## src/rtl/asgd_pkg.sv

```systemverilog
// ----------------------------------------------------------------------------
// asgd_pkg
// Types and constants shared by the step and gesture detector modules.
// ----------------------------------------------------------------------------
package asgd_pkg;

    localparam int CFG_INDEX_WIDTH = 8;
    localparam int CFG_DATA_WIDTH  = 16;
    localparam int CNT_WIDTH       = 4;

    localparam logic [CFG_INDEX_WIDTH-1:0] CFG_STEP_DELTA  = 8'd0;
    localparam logic [CFG_INDEX_WIDTH-1:0] CFG_STEP_WINDOW = 8'd1;
    localparam logic [CFG_INDEX_WIDTH-1:0] CFG_RUN_WINDOW  = 8'd2;
    localparam logic [CFG_INDEX_WIDTH-1:0] CFG_MOVING_THR  = 8'd3;

    localparam logic [15:0] RST_STEP_DELTA  = 16'd4915;
    localparam logic [15:0] RST_STEP_WINDOW = 16'd250;
    localparam logic [15:0] RST_RUN_WINDOW  = 16'd300;
    localparam logic [15:0] RST_MOVING_THR  = 16'd1638;

    localparam logic [15:0]        ONE_G       = 16'd16384;
    localparam logic signed [15:0] WRIST_LEVEL = 16'sd8192;
    localparam logic signed [15:0] FLICK_LEVEL = 16'sd26200;

    // square accumulation: three products, then a final accumulate to drain
    localparam logic [CNT_WIDTH-1:0] MAC_LAST   = 4'd3;
    localparam logic [CNT_WIDTH-1:0] SQRT_LAST  = 4'd15;
    localparam logic [31:0]          SQRT_FIRST = 32'h4000_0000;

    typedef enum logic [1:0] {
        S_IDLE,
        S_MAC,
        S_SQRT,
        S_DONE
    } t_state;

    typedef struct packed {
        logic       load;
        logic       mul;
        logic [1:0] mul_sel;
        logic       acc;
        logic       sq_step;
        logic       finish;
    } t_cmd;

    typedef struct packed {
        logic out_busy;
    } t_status;

endpackage

```

## src/rtl/asgd_ctrl.sv

```systemverilog
// ----------------------------------------------------------------------------
// asgd_ctrl
// Sequencer: capture, square accumulation, bit-serial root, result update.
// ----------------------------------------------------------------------------
module asgd_ctrl (
    input  logic             i_clk,
    input  logic             i_rst_n,
    input  logic             i_in_valid,
    output logic             o_in_ready,
    input  asgd_pkg::t_status i_status,
    output asgd_pkg::t_cmd   o_cmd
);

    asgd_pkg::t_state r_state, n_state;
    logic [asgd_pkg::CNT_WIDTH-1:0] r_cnt, n_cnt;

    always_ff @(posedge i_clk) begin
        if (!i_rst_n) begin
            r_state <= asgd_pkg::S_IDLE;
            r_cnt   <= '0;
        end else begin
            r_state <= n_state;
            r_cnt   <= n_cnt;
        end
    end

    always_comb begin
        n_state    = r_state;
        n_cnt      = r_cnt;
        o_in_ready = 1'b0;
        o_cmd      = '0;
        unique case (r_state)
            asgd_pkg::S_IDLE: begin
                o_in_ready = 1'b1;
                if (i_in_valid) begin
                    o_cmd.load = 1'b1;
                    n_cnt      = '0;
                    n_state    = asgd_pkg::S_MAC;
                end
            end
            asgd_pkg::S_MAC: begin
                o_cmd.mul     = (r_cnt != asgd_pkg::MAC_LAST);
                o_cmd.mul_sel = r_cnt[1:0];
                o_cmd.acc     = (r_cnt != '0);
                if (r_cnt == asgd_pkg::MAC_LAST) begin
                    n_cnt   = '0;
                    n_state = asgd_pkg::S_SQRT;
                end else begin
                    n_cnt = r_cnt + 1'b1;
                end
            end
            asgd_pkg::S_SQRT: begin
                o_cmd.sq_step = 1'b1;
                if (r_cnt == asgd_pkg::SQRT_LAST) begin
                    n_cnt   = '0;
                    n_state = asgd_pkg::S_DONE;
                end else begin
                    n_cnt = r_cnt + 1'b1;
                end
            end
            asgd_pkg::S_DONE: begin
                if (!i_status.out_busy) begin
                    o_cmd.finish = 1'b1;
                    n_state      = asgd_pkg::S_IDLE;
                end
            end
            default: begin
                n_state = asgd_pkg::S_IDLE;
            end
        endcase
    end

endmodule

```

## src/rtl/asgd_dp.sv

```systemverilog
// ----------------------------------------------------------------------------
// asgd_dp
// Datapath: sample capture, shared squarer, root, step state, output register.
// ----------------------------------------------------------------------------
module asgd_dp #(
    parameter int COUNT_WIDTH = 24
) (
    input  logic                                  i_clk,
    input  logic                                  i_rst_n,
    input  asgd_pkg::t_cmd                        i_cmd,
    output asgd_pkg::t_status                     o_status,
    input  logic                                  i_cfg_write,
    input  logic [asgd_pkg::CFG_INDEX_WIDTH-1:0]  i_cfg_index,
    input  logic [asgd_pkg::CFG_DATA_WIDTH-1:0]   i_cfg_data,
    input  logic signed [15:0]                    i_accel_x,
    input  logic signed [15:0]                    i_accel_y,
    input  logic signed [15:0]                    i_accel_z,
    input  logic signed [15:0]                    i_gyro_x,
    input  logic [31:0]                           i_time_ms,
    input  logic                                  i_clear_count,
    output logic                                  o_out_valid,
    input  logic                                  i_out_ready,
    output logic                                  o_step_detected,
    output logic [COUNT_WIDTH-1:0]                o_step_count,
    output logic                                  o_moving,
    output logic                                  o_running,
    output logic                                  o_wrist_raised,
    output logic                                  o_wrist_flicked
);

    localparam logic [COUNT_WIDTH-1:0] COUNT_MAX = {COUNT_WIDTH{1'b1}};

    logic [15:0] r_step_delta, r_step_window, r_run_window, r_moving_thr;

    logic signed [15:0] r_ax, r_ay, r_az, r_gx;
    logic [31:0]        r_time;
    logic               r_clear;

    logic [31:0] r_prod, r_rem, r_root, r_bit;

    logic [15:0]            r_prev_mag;
    logic [31:0]            r_last_ms;
    logic [COUNT_WIDTH-1:0] r_count;

    logic                   r_out_valid;
    logic                   r_o_step, r_o_moving, r_o_running, r_o_raised, r_o_flicked;
    logic [COUNT_WIDTH-1:0] r_o_count;

    // configuration
    always_ff @(posedge i_clk) begin
        if (!i_rst_n) begin
            r_step_delta  <= asgd_pkg::RST_STEP_DELTA;
            r_step_window <= asgd_pkg::RST_STEP_WINDOW;
            r_run_window  <= asgd_pkg::RST_RUN_WINDOW;
            r_moving_thr  <= asgd_pkg::RST_MOVING_THR;
        end else if (i_cfg_write) begin
            unique case (i_cfg_index)
                asgd_pkg::CFG_STEP_DELTA:  r_step_delta  <= i_cfg_data;
                asgd_pkg::CFG_STEP_WINDOW: r_step_window <= i_cfg_data;
                asgd_pkg::CFG_RUN_WINDOW:  r_run_window  <= i_cfg_data;
                asgd_pkg::CFG_MOVING_THR:  r_moving_thr  <= i_cfg_data;
                default: ;
            endcase
        end
    end

    // squarer
    logic signed [15:0] w_op;
    logic signed [31:0] w_sq;

    always_comb begin
        unique case (i_cmd.mul_sel)
            2'd0:    w_op = r_ax;
            2'd1:    w_op = r_ay;
            default: w_op = r_az;
        endcase
    end

    assign w_sq = 32'(w_op) * 32'(w_op);

    // root step
    logic [31:0] w_trial;
    logic        w_fits;

    assign w_trial = r_root + r_bit;
    assign w_fits  = (r_rem >= w_trial);

    always_ff @(posedge i_clk) begin
        if (i_cmd.load) begin
            r_ax    <= i_accel_x;
            r_ay    <= i_accel_y;
            r_az    <= i_accel_z;
            r_gx    <= i_gyro_x;
            r_time  <= i_time_ms;
            r_clear <= i_clear_count;
            r_rem   <= '0;
            r_root  <= '0;
            r_bit   <= asgd_pkg::SQRT_FIRST;
        end else begin
            if (i_cmd.mul) begin
                r_prod <= w_sq;
            end
            if (i_cmd.acc) begin
                r_rem <= r_rem + r_prod;
            end
            if (i_cmd.sq_step) begin
                if (w_fits) begin
                    r_rem  <= r_rem - w_trial;
                    r_root <= (r_root >> 1) + r_bit;
                end else begin
                    r_root <= r_root >> 1;
                end
                r_bit <= r_bit >> 2;
            end
        end
    end

    // step decision and flags
    logic [15:0]            w_mag, w_delta, w_dev;
    logic [31:0]            w_elapsed, w_run_elapsed;
    logic [COUNT_WIDTH-1:0] w_base, w_count;
    logic                   w_step, w_moving;

    always_comb begin
        w_mag     = r_root[15:0];
        w_delta   = (w_mag > r_prev_mag) ? (w_mag - r_prev_mag) : (r_prev_mag - w_mag);
        w_elapsed = r_time - r_last_ms;
        w_step    = (w_delta > r_step_delta) && (w_elapsed > {16'd0, r_step_window});
        w_base    = r_clear ? '0 : r_count;
        w_count   = (w_step && (w_base != COUNT_MAX)) ? w_base + 1'b1 : w_base;
        w_dev     = (w_mag > asgd_pkg::ONE_G) ? (w_mag - asgd_pkg::ONE_G)
                                              : (asgd_pkg::ONE_G - w_mag);
        w_moving  = (w_dev > r_moving_thr);
        w_run_elapsed = w_step ? 32'd0 : w_elapsed;
    end

    always_ff @(posedge i_clk) begin
        if (!i_rst_n) begin
            r_prev_mag <= asgd_pkg::ONE_G;
            r_last_ms  <= '0;
            r_count    <= '0;
        end else if (i_cmd.finish) begin
            r_prev_mag <= w_mag;
            r_count    <= w_count;
            if (w_step) begin
                r_last_ms <= r_time;
            end
        end
    end

    // output register
    always_ff @(posedge i_clk) begin
        if (!i_rst_n) begin
            r_out_valid <= 1'b0;
        end else if (i_cmd.finish) begin
            r_out_valid <= 1'b1;
        end else if (i_out_ready) begin
            r_out_valid <= 1'b0;
        end
    end

    always_ff @(posedge i_clk) begin
        if (i_cmd.finish) begin
            r_o_step    <= w_step;
            r_o_count   <= w_count;
            r_o_moving  <= w_moving;
            r_o_running <= w_moving && (w_run_elapsed < {16'd0, r_run_window});
            r_o_raised  <= (r_az < -asgd_pkg::WRIST_LEVEL) && (r_ay > asgd_pkg::WRIST_LEVEL);
            r_o_flicked <= (r_gx < -asgd_pkg::FLICK_LEVEL) || (r_gx > asgd_pkg::FLICK_LEVEL);
        end
    end

    assign o_status.out_busy = r_out_valid && !i_out_ready;

    assign o_out_valid     = r_out_valid;
    assign o_step_detected = r_o_step;
    assign o_step_count    = r_o_count;
    assign o_moving        = r_o_moving;
    assign o_running       = r_o_running;
    assign o_wrist_raised  = r_o_raised;
    assign o_wrist_flicked = r_o_flicked;

endmodule

```

## src/rtl/accel_step_and_gesture_detector.sv

```systemverilog
// ----------------------------------------------------------------------------
// accel_step_and_gesture_detector
// One IMU sample in, one step and gesture result out. Each sample goes from
// transfer in to result through capture, squaring and summing the axes on
// one shared multiplier, a bit-serial square root of the sum of squares to
// give the magnitude, and the step state update. A new sample is taken once
// the previous one has left the sequencer; the finished result waits in an
// output register, which holds the sequencer back only if it is still full
// and not being read. Configuration writes are always ready; indexes beyond
// the four registers are ignored.
// ----------------------------------------------------------------------------
module accel_step_and_gesture_detector #(
    parameter int COUNT_WIDTH = 24
) (
    input  logic                                  i_clk,
    input  logic                                  i_rst_n,
    input  logic                                  i_cfg_valid,
    output logic                                  o_cfg_ready,
    input  logic [asgd_pkg::CFG_INDEX_WIDTH-1:0]  i_cfg_index,
    input  logic [asgd_pkg::CFG_DATA_WIDTH-1:0]   i_cfg_data,
    input  logic                                  i_in_valid,
    output logic                                  o_in_ready,
    input  logic signed [15:0]                    i_accel_x,
    input  logic signed [15:0]                    i_accel_y,
    input  logic signed [15:0]                    i_accel_z,
    input  logic signed [15:0]                    i_gyro_x,
    input  logic [31:0]                           i_time_ms,
    input  logic                                  i_clear_count,
    output logic                                  o_out_valid,
    input  logic                                  i_out_ready,
    output logic                                  o_step_detected,
    output logic [COUNT_WIDTH-1:0]                o_step_count,
    output logic                                  o_moving,
    output logic                                  o_running,
    output logic                                  o_wrist_raised,
    output logic                                  o_wrist_flicked
);

    asgd_pkg::t_cmd    w_cmd;
    asgd_pkg::t_status w_status;

    assign o_cfg_ready = 1'b1;

    asgd_ctrl u_ctrl (
        .i_clk      (i_clk),
        .i_rst_n    (i_rst_n),
        .i_in_valid (i_in_valid),
        .o_in_ready (o_in_ready),
        .i_status   (w_status),
        .o_cmd      (w_cmd)
    );

    asgd_dp #(
        .COUNT_WIDTH (COUNT_WIDTH)
    ) u_dp (
        .i_clk           (i_clk),
        .i_rst_n         (i_rst_n),
        .i_cmd           (w_cmd),
        .o_status        (w_status),
        .i_cfg_write     (i_cfg_valid),
        .i_cfg_index     (i_cfg_index),
        .i_cfg_data      (i_cfg_data),
        .i_accel_x       (i_accel_x),
        .i_accel_y       (i_accel_y),
        .i_accel_z       (i_accel_z),
        .i_gyro_x        (i_gyro_x),
        .i_time_ms       (i_time_ms),
        .i_clear_count   (i_clear_count),
        .o_out_valid     (o_out_valid),
        .i_out_ready     (i_out_ready),
        .o_step_detected (o_step_detected),
        .o_step_count    (o_step_count),
        .o_moving        (o_moving),
        .o_running       (o_running),
        .o_wrist_raised  (o_wrist_raised),
        .o_wrist_flicked (o_wrist_flicked)
    );

endmodule
```

## config.mk

```make
export PLATFORM = sky130hd
export DESIGN_NAME = accel_step_and_gesture_detector
export DESIGN_NICKNAME = d
export VERILOG_FILES = /design/src/rtl/asgd_pkg.sv /design/src/rtl/asgd_ctrl.sv /design/src/rtl/asgd_dp.sv /design/src/rtl/accel_step_and_gesture_detector.sv
export SDC_FILE = /design/constraint.sdc
export NUM_CORES = 2
export LEC_CHECK = 0
export BUFFER_PORTS_ARGS = -buffer_cell sky130_fd_sc_hd__buf_2
export CAP_MARGIN = 20
export CORE_MARGIN = 8
export CORE_UTILIZATION = 64
export DETAILED_ROUTE_END_ITERATION = 10
export PLACE_DENSITY = 0.83
export SYNTH_ARGS = -nofsm -noshare
export SYNTH_HDL_FRONTEND = slang
export SYNTH_SLANG_ARGS = --single-unit
```

## constraint.sdc

```tcl
create_clock -name i_clk -period 9.5 [get_ports i_clk]
set_clock_uncertainty 0.2 [all_clocks]
set_input_delay 2.85 -clock i_clk [delete_from_list [all_inputs] [get_ports i_clk]]
set_output_delay 2.85 -clock i_clk [all_outputs]
set_load 0.02 [all_outputs]
```

==> impl_metrics.json <==
{
  "outcome": "completed",
  "areaGrowthSynthToFinish_pct": 8.135,
  "fin_ws_ns": 1.013,
  "ys_seq_area_share_pct": 27.33,
  "cp_num_buf_inv": 10,
  "detail-route-antenna-nets": 0,
  "hold_viol_final": 0,
  "reg2reg_depth": 32,
  "clk_latency_ns": 0.60,
  "cp.arrival_ns": 8.63,
  "ff2ff_setup_slack_ns": 1.01,
  "slew_headroom_pct": 23.35,
  "synthCells": 3785,
  "antenna_found_initial": 4,
  "cp_top_family": "adder cells",
  "path_max_fanout": 21,
  "max_freq_ghz": 0.1178,
  "fin_crit_sh_pct": 89.34,
  "vias": 27430,
  "clk_pin_slew_worst_paths_ns": 0.06,
  "ys_warn_count": 0,
  "std_cell_rows": 84,
  "htree_levels": 2,
  "dp_slack_ns": 1.134,
  "endpoint_kind": "register",
  "syn_area_per_cell_sq_um": 8.875,
  "synth_nets": 4466,
  "grt_pass1_wl_mm": 134.7,
  "totalNegativeSetupSlack_ns": 0,
  "cap_violations": 0,
  "start_util_pct": 64.31,
  "synth_cell_types": 91,
  "io_buffers": 156,
  "core-area_sq_um": 52240,
  "grtUsageTotal_pct": 26.77,
  "cts_setup_buffers": 0,
  "drt-pass1-iter-count": 6,
  "post-route-drc-count": 0,
  "critPathRequiredTime_ns": 9.64,
  "post_cts_resized": 0,
  "synth_seq_cells": 380,
  "drive_above_1_share_pct": 8.280,
  "cts_tree": "yes",
  "cpMaxStageDelayCell": "fa_1",
  "wire_per_inst_microns": 17.87,
  "whs_ns": 0.2565,
  "gp_congestion": 0.9998,
  "grt_pass1_vias": 27250,
  "wl_mm": 82.10,
  "postCtsHoldBufs": 0,
  "reg2reg_to": "u_dp.r_prod[29]$_DFFE_PP_",
  "rsz0062_at_grt": "false",
  "clock_path_buffers": 3,
  "die_w_microns": 245.1,
  "synth-edff-count": 157,
  "die_area_sq_um": 60070,
  "r2r_start": "u_ctrl.r_state[1]$_SDFFE_PN0P_",
  "overflow": 0,
  "path_class": "register to register",
  "min_from": "u_dp.r_step_window[9]$_SDFFE_PN0P_",
  "synth_area_sq_um": 33590,
  "hp-class": "register to register",
  "cts.sink_count": 380,
  "worstSetupStartpointType": "register",
  "tightest_slew_ns": 1.121,
  "critPathMaxStageDelay_ns": 0.55,
  "via_per_inst": 5.973,
  "numCtsBuffers": 42,
  "drtIter0Drc": 2298,
  "maxSlewViolCount": 0,
  "crit_start": "u_ctrl.r_state[1]$_SDFFE_PN0P_",
  "grt_max_degree": 99,
  "hold_depth": 2,
  "synthArstFlopShare_pct": 0,
  "cts-root-buf": "clkbuf_16",
  "setup-violations-final": 0,
  "fin_crit_ns": 8.487,
  "fin_nets": 4549,
  "hpwl_mm": 62.73,
  "ys.flop_type": "dfxtp_1",
  "ioPinCount": 158,
  "chipHeight_microns": 245.1,
  "hold_end": "u_dp.r_step_window[9]$_SDFFE_PN0P_"
}
-- tightest hold or removal path: stages (launching register included) --
cell     delay [ns]
dfxtp_1        0.31
nand2_1        0.05
a21oi_1        0.05
-- cell type report --
class / count / area, sq um
inverters: 500 / 1883
clock buffers: 54 / 1156
diodes: 4 / 10.01
flip-flops and latches: 380 / 9179
repair buffers: 187 / 1033
clock inverters: 23 / 261.5
well taps: 688 / 860.8
fillers: 4010 / 15910
multi-input cells: 2757 / 21940
-- cells in the mapped netlist (23+ instances only) --
library cell  instances  share of area, %
nor2_1              327               3.7
nand3_1              66              0.98
mux2i_1              95               2.8
o21a_1               24              0.54
o211ai_1             30              0.67
nor2b_1              52              0.97
a31oi_1              37              0.69
a21o_1               98               2.2
nand2_1             377               4.2
o21ai_0             130               1.9
a211oi_1             55               1.2
a21oi_1             253               3.8
nor3_1               33              0.49
dfxtp_1             223                13
nand4_1              42              0.78
o21bai_1             46               1.0
edfxtp_1            157                14
inv_1               493               5.5
fa_1                237                14
clkbuf_1            109               1.2
or3_1                36              0.67
a221oi_1             23              0.60
xor2_1               63               1.6
ha_1                318                12
xnor2_1             137               3.6
-- metrics by stage --
| step | cells | util (%) | area, sq um |
|---|---|---|---|
| global placement | 4511 | 66.75 | 34870 |
| finish | 4593 | 69.54 | 36320 |
| detailed placement | 4511 | 66.75 | 34870 |
| CTS | 4588 | 69.47 | 36290 |
| global route | 4593 | 69.54 | 36320 |
| floorplan | 3785 | - | 33590 |
-- state kept, by name, summed over array words and instances (netlist names), 24 cells and up --
register	cells
u_dp.r_time	32
u_dp.r_count	24
u_dp.r_rem	32
u_dp.r_prod	31
u_dp.r_last_ms	32
u_dp.o_step_count	24
u_dp.r_root	32
-- placed cells by master, fill, tap and decap left out, drive strengths merged, types with 42 or more instances in the layout --
master,synthesis,final
mux2i,95,95
o21ai,133,133
nand3,66,66
inv,493,497
a21oi,255,255
nand2,378,378
a211oi,56,56
buf,37,187
nor2b,52,52
xor2,63,63
clkbuf,111,54
nand4,42,42
o21bai,46,46
dfxtp,223,223
nor2,327,327
fa,237,237
ha,318,318
edfxtp,157,157
a21o,98,98
xnor2,137,137
-- kinds of logic (layout without fill, tap and decap cells) --
| kind of cell | Yosys count | in the layout | share of synthesized area, % |
|---|---|---|---|
| XOR/XNOR | 200 | 200 | 5.215 |
| other | 1 | 5 | 0.01116 |
| AO/OA/AOI/OAI | 852 | 852 | 16.86 |
| adder cells (fa/ha/maj) | 555 | 555 | 25.97 |
| buffers and inverters | 648 | 764 | 7.438 |
| multiplexers | 104 | 104 | 3.133 |
| flip-flops | 380 | 380 | 27.33 |
| AND/OR/NAND/NOR | 1045 | 1045 | 14.05 |
-- per-layer routing --
layer / vias up / share of wire (%) / global-route usage (%)
met2: 923 / 48 / 45.66
li1: 13160 / - / -
met1: 13130 / 42 / 34.25
met4: 0 / 3.6 / 9.832
met3: 222 / 6.3 / 4.022
met5: - / 0 / 0
-- worst max path at each step --
stage | to | cells past startpoint
after detailed placement | u_dp.r_prod[29]$_DFFE_PP_ | 32
after CTS | u_dp.r_prod[31]$_DFFE_PP_ | 33
after floorplan | u_dp.r_prod[29]$_DFFE_PP_ | 29
final | u_dp.r_prod[29]$_DFFE_PP_ | 32
after global routing | u_dp.r_prod[29]$_DFFE_PP_ | 27
after global placement | u_dp.r_prod[30]$_DFFE_PP_ | 27
Power is not shown: default switching activity piles up to over one toggle a cycle in this logic, so the estimate is an artifact.
